## config.mk

```make
export PLATFORM = sky130hd
export DESIGN_NAME = atilt_gain
export DESIGN_NICKNAME = d
export VERILOG_FILES = /design/src/atilt_pkg.sv /design/src/atilt_gain.sv
export SDC_FILE = /design/constraint.sdc
export NUM_CORES = 1
export LEC_CHECK = 0
export BUFFER_PORTS_ARGS = -buffer_cell sky130_fd_sc_hd__buf_2
export CAP_MARGIN = 30
export CORE_ASPECT_RATIO = 1.4
export CORE_MARGIN = 2
export CORE_UTILIZATION = 35
export CTS_CLUSTER_DIAMETER = 50
export CTS_CLUSTER_SIZE = 24
export DETAILED_ROUTE_END_ITERATION = 8
export HOLD_SLACK_MARGIN = 0.02
export PLACE_DENSITY = 0.61
export SYNTH_ARGS = -nofsm -noshare
export SYNTH_HDL_FRONTEND = slang
export SYNTH_SLANG_ARGS = --single-unit
```

## constraint.sdc

```tcl
create_clock -name clk -period 3.1 [get_ports clk]
set_clock_uncertainty 0.15 [all_clocks]
set_input_delay 0.465 -clock clk [delete_from_list [all_inputs] [get_ports clk]]
set_output_delay 0.465 -clock clk [all_outputs]
set_load 0.02 [all_outputs]
```

## src/atilt_pkg.sv

```systemverilog
package atilt_pkg;

    localparam int CORDIC_ITERATIONS = 16;
    localparam int ANGLE_FRAC_BITS   = 8;

    localparam int TABLE_LEN  = 24;
    localparam int ITERS      = (CORDIC_ITERATIONS > TABLE_LEN) ? TABLE_LEN : CORDIC_ITERATIONS;
    localparam int SHIFT_W    = $clog2(TABLE_LEN);

    localparam int DATA_W     = 34;
    localparam int ANG_W      = 32;
    localparam int IN_W       = 16;
    localparam int DATA_SHIFT = 14;

    localparam int ACC_FRAC   = 24;
    localparam int RND_SH     = ACC_FRAC - ANGLE_FRAC_BITS;

    localparam int MAG_W      = 32;
    localparam int GAIN_W     = 30;
    localparam int GAIN_SHIFT = 30;
    localparam int PROD_W     = MAG_W + GAIN_W;
    localparam logic [GAIN_W-1:0] GAIN_INV_Q30 = 30'd652032874;

    localparam int ANGLE_LIM  = 90 * (1 << ANGLE_FRAC_BITS);
    localparam int TILT_MAX   = (ANGLE_LIM > 32767) ? 32767 : ANGLE_LIM;
    localparam int TILT_MIN   = (-ANGLE_LIM < -32768) ? -32768 : -ANGLE_LIM;

    // pass 1 row, two gain stages, pass 2 row, output register
    localparam int LATENCY    = 2 * ITERS + 3;

    typedef logic signed [DATA_W-1:0] data_t;
    typedef logic signed [ANG_W-1:0]  ang_t;

    typedef struct packed {
        logic                   valid;
        logic                   xy_zero;
        logic signed [IN_W-1:0] az;
    } tag_t;

    // atan(2^-i) in degrees, Q24
    localparam ang_t ATAN_TABLE [TABLE_LEN] = '{
        32'sd754974720, 32'sd445687602, 32'sd235489088, 32'sd119537938,
        32'sd60000934,  32'sd30029717,  32'sd15018523,  32'sd7509720,
        32'sd3754917,   32'sd1877466,   32'sd938734,    32'sd469367,
        32'sd234684,    32'sd117342,    32'sd58671,     32'sd29335,
        32'sd14668,     32'sd7334,      32'sd3667,      32'sd1833,
        32'sd917,       32'sd458,       32'sd229,       32'sd115
    };

endpackage

```

## src/atilt_gain.sv

```systemverilog
module atilt_gain import atilt_pkg::*;
(
    input  logic  clk,
    input  logic  rst_n,
    input  data_t mag,
    input  tag_t  src_tag,
    output data_t x,
    output data_t y,
    output tag_t  tag
);

    localparam logic [PROD_W:0] ROUND_HALF = (PROD_W+1)'(1) << (GAIN_SHIFT - 1);

    logic [PROD_W-1:0] prod_next;
    logic [PROD_W-1:0] prod_reg;
    tag_t              tag1_reg;
    logic [PROD_W:0]   rnd_sum;
    data_t             x_next;
    data_t             y_next;
    data_t             x_reg;
    data_t             y_reg;
    tag_t              tag2_reg;

    // magnitude from pass 1 is nonnegative and below 2^32
    assign prod_next = PROD_W'(mag[MAG_W-1:0]) * PROD_W'(GAIN_INV_Q30);
    assign rnd_sum   = {1'b0, prod_reg} + ROUND_HALF;
    assign x_next    = DATA_W'(rnd_sum[PROD_W:GAIN_SHIFT]);
    assign y_next    = DATA_W'(tag1_reg.az) <<< DATA_SHIFT;

    always_ff @(posedge clk or negedge rst_n)
    begin
        if (!rst_n)
        begin
            tag1_reg <= '0;
            tag2_reg <= '0;
        end
        else
        begin
            tag1_reg <= src_tag;
            tag2_reg <= tag1_reg;
        end
    end

    always_ff @(posedge clk)
    begin
        prod_reg <= prod_next;
        x_reg    <= x_next;
        y_reg    <= y_next;
    end

    assign x   = x_reg;
    assign y   = y_reg;
    assign tag = tag2_reg;

endmodule

```

# [Word-level counts from Yosys, hierarchy flattened]
# Cells that the tools add are included.
[word_totals] register_bits=146 inputBits=54 word_cells=11
[op_classes] add_sub_neg=1 n_mul=1
[ops] operator="$add 62x30->63 const B" count=1
[ops] operator="$mul 62x29->61 const B" count=1

# [Logic depth before layout (Yosys ltp)]
[logic_depth] depth_word=1 depth_mapped=27 mapped_depth_nobuf=26

# [Worst setup path after synthesis]
# OpenSTA, ideal clock, no wires.
[synth_timing] path_type="input-to-reg" startpoint="in mag[31]" endpoint="reg prod_reg[61]" setup_ps=72 arrival_ps=7157 slack_ps=-4279 stages=22 cell_sequence="clkbuf_1 inv_1 fa_1 fa_1 inv_1 fa_1 fa_1 fa_1 fa_1 inv_1 fa_1 inv_1 ha_1 clkbuf_1 and4_1 clkbuf_1 and3_1 a221o_1 a31oi_1 o21ai_1 a21oi_1 xnor2_1"
[synth_via] elab_chain_cells=1
[synth_lines] item="start, declared" line="atilt_gain.sv:5" source="input data_t mag,"
[synth_lines] item="$mul 62x29->61" line="atilt_gain.sv:25" source="assign prod_next = PROD_W'(mag[MAG_W-1:0]) * PROD_W'(GAIN_INV_Q30);"
[synth_lines] item="net prod_next[61]" line="atilt_gain.sv:14" source="logic [PROD_W-1:0] prod_next;"
[synth_lines] item="end signal, assigned" line="atilt_gain.sv:46" source="prod_reg <= prod_next;"
[synth_lines] item="end, declared" line="atilt_gain.sv:15" source="logic [PROD_W-1:0] prod_reg;"
# The timed path passes the listed nets, and every way through them passes these cells.

# [Worst setup path in the final report]
[layout_timing] startpoint="in mag[13]" endpoint="reg prod_reg[50]"
# The elaborated chain is that of the path after synthesis.

==> impl_metrics.csv <==
group,metric,value,unit
yosys,synth_edf_count,0,
setup_path,cp-start-kind,"primary input",
timing,fin_ws,-3610,ps
global_route,grt_pass1_vias,19786,
global_route,grt_max_degree,56,
detailed_routing,ant_nets,0,
clock_tree,clk_latency,400,ps
floorplanning,die-area,0.0685,sq mm
floorplanning,rows,111,
clock_tree,clk_path_buf_depth,2,
yosys,synth.avg_cell_area,10.4,sq um
placed_design,port-buffer-count,122,
timing,tightest_slew,778,ps
floorplanning,die_width,222,microns
detailed_routing,drcViolationCount,3,
placed_design,gp_congestion,0.960,
timing,fmax,0.149,GHz
yosys,synth_most_common_cell,"inv_1",
timing,period_minus_slack,6710,ps
floorplanning,die_h,309,microns
yosys,ys_types,59,
detailed_routing,via_count,16606,
setup_path,crit_type,"in -> reg",
detailed_routing,viasPerCell,4.52,
yosys,netlist_instances,2233,
global_route,grt_first_pass_wirelength,107000,microns
yosys,synthFlopType,"dfxtp_1",
status,violations,"design-rule violations, negative setup slack",
final_layout,nets,3725,
final_layout,area_delta_synth_final,30.3,%
clock_tree,cts_sinks,118,
detailed_routing,wl_per_cell,18.0,microns
yosys,seq_area_frac_synth,10.9,%
yosys,yosysTopAreaCell,"fa_1",
detailed_routing,first_pass_iters,6,
timing,setup_violations,33,
yosys,yosysWarnings,0,
hold_path,whs_path_depth,0,
clock_tree,htreeDepth,4,
floorplanning,coreArea,0.0656,sq mm
clock_tree,cts_root_buf,"clkbuf_16",
setup_path,worst-path-max-fanout,4,
global_route,grt-ovfl-total,0,
clock_tree,clk_pin_slew,50,ps
global_route,antenna_found_initial,0,
setup_path,cp.arrival,6820,ps
yosys,synth_top_area_share,45.6,%
final_layout,drive_gt1_share,29.2,%
detailed_routing,totalWireLength,66100,microns
timing,finalHoldViolations,0,
status,status,"finished, violations left",
floorplanning,start_util,35.5,%
yosys,synthTopCellsByCount,"inv_1, fa_1, ha_1",
yosys,netlist_top_cells_area,"fa_1, ha_1, inv_1",
yosys,ys_ff_latch,118,
setup_path,worst_r2r_path_depth,9,
timing,finalMaxSlewViolations,0,
yosys,syn_area,0.0232,sq mm
timing,relSlewSlack,48.1,%
clock_tree,cts_buffers,17,
detailed_routing,drt_iter0_markers,593,
final_layout,antenna_cells,0,
floorplanning,io_pins,140,
placed_design,dp_hpwl,60500,microns
timing,setup_tns,-111880,ps
flow_run,drv_cap,0,
hold_path,hp-class,"reg -> reg",
clock_tree,cts_tree,"built",
yosys,synthArstFlopShare,30.5,%
setup_path,crit_required,3220,ps
timing,fin_crit_sh,216,%
setup_path,cp-end-kind,"flip-flop",
timing,rsz0062_at_grt,"yes",
global_route,grt_util_all_layers,20.5,%
## final timing paths
check / endpoint / slack [ps] / from
setup / recovery: prod_reg[50]$_DFF_P_ / -3610 / mag[13]
hold / removal: tag[17]$_DFF_PN0_ / 210 / tag1_reg[17]$_DFF_PN0_
setup reg to reg: x[30]$_DFF_P_ / 560 / prod_reg[31]$_DFF_P_
hold reg to reg: tag[17]$_DFF_PN0_ / 210 / tag1_reg[17]$_DFF_PN0_
max in group asynchronous: tag[0]$_DFF_PN0_ / 1770 / rst_n
min in group asynchronous: tag[7]$_DFF_PN0_ / 540 / rst_n
## stage by stage
| stage | cells | area [sq um] | worst slack [ps] | utilization [%] | hold WS [ps] |
|---|---|---|---|---|---|
| global placement | 3585 | 28300 | -4240 | 43.2 | 185 |
| CTS | 3660 | 29900 | -3610 | 45.7 | 23.4 |
| finish | 3673 | 30300 | -3610 | 46.2 | 210 |
| global route | 3673 | 30300 | -3800 | 46.2 | 215 |
| floorplan | 2247 | 23900 | -3720 | - | 19.4 |
| detailed placement | 3585 | 28300 | -4300 | 43.2 | 197 |
## layer usage
metal / vias up / global-route usage (%) / part of all wire [%]
li1: 7796 / - / -
met1: 8469 / 21.9 / 36
met2: 232 / 40.7 / 57
met3: 109 / 1.22 / 1.4
met4: 0 / 9.90 / 5.9
met5: - / 0 / 0
## worst max-delay path, cell delays in order
cell	delay, ps
buf_8	90
clkinvlp_4	130
buf_6	150
fa_2	570
fa_1	420
inv_2	70
fa_1	430
fa_2	580
fa_1	440
fa_1	470
fa_1	530
inv_2	60
fa_1	500
inv_2	50
ha_4	310
nand2_4	60
buf_6	120
nor2_4	110
buf_6	120
nand2_4	40
or4_4	550
nand2_2	100
o21a_4	200
o211a_1	210
a311oi_2	50
## cells by family (layout without fill, tap and decap cells)
family | Yosys count | after routing | synth area share, %
buf+inv | 793 | 1372 | 13.3
fa+ha+maj | 858 | 858 | 63.3
mux | 1 | 1 | 0.0431
compound gates | 206 | 206 | 5.63
other cells | 1 | 15 | 0.0161
xor+xnor | 73 | 73 | 2.75
simple gates | 183 | 183 | 4.06
flops | 118 | 118 | 10.9
## cell type report
class / count / area [sq um]
Clock buffer: 20 / 457
Clock inverter: 12 / 199
Fill cell: 6140 / 35300
Inverter: 754 / 2900
Multi-Input combinational cell: 1336 / 18700
Sequential cell: 118 / 2540
Tap cell: 847 / 1060
Timing Repair Buffer: 586 / 4390
## cell usage in the layout (no fill, tap or decap), types with 6 or more instances in the layout
cell type | netlist | layout
o21ai_0 | 37 | 13
dlygate4sd3_1 | 0 | 19
buf_2 | 1 | 107
clkbuf_16 | 0 | 17
buf_6 | 2 | 30
inv_1 | 754 | 714
nand2_2 | 1 | 9
nor2_1 | 24 | 18
dfrtp_1 | 36 | 36
nand3_1 | 22 | 20
xor2_1 | 21 | 21
buf_4 | 21 | 419
nand4_1 | 21 | 21
or2_2 | 7 | 7
o21ai_2 | 1 | 11
ha_2 | 0 | 6
a31oi_1 | 10 | 8
and4_1 | 11 | 11
and3_1 | 11 | 10
o21bai_1 | 14 | 13
clkinvlp_4 | 0 | 21
ha_1 | 328 | 292
a21oi_1 | 69 | 37
nor2_4 | 0 | 6
inv_2 | 0 | 22
xnor2_1 | 52 | 46
o21ai_1 | 2 | 13
conb_1 | 1 | 15
ha_4 | 0 | 30
dfxtp_1 | 82 | 82
fa_2 | 0 | 39
nand2_1 | 62 | 50
fa_1 | 530 | 491
a21o_1 | 35 | 35
a21oi_2 | 0 | 27
## what timing repair did
action / 4_1_cts / 5_1_grt
pin swaps: 70 / 52
endpoints found under the hold margin: 53 / 1
gates resized for setup: 153 / 68
hold buffers: 18 / 1
setup buffers: 27 / 14
setup endpoints to repair: 33 / 33
Power is not shown: default switching activity piles up to over one toggle a cycle in this logic, so the estimate is an artifact.
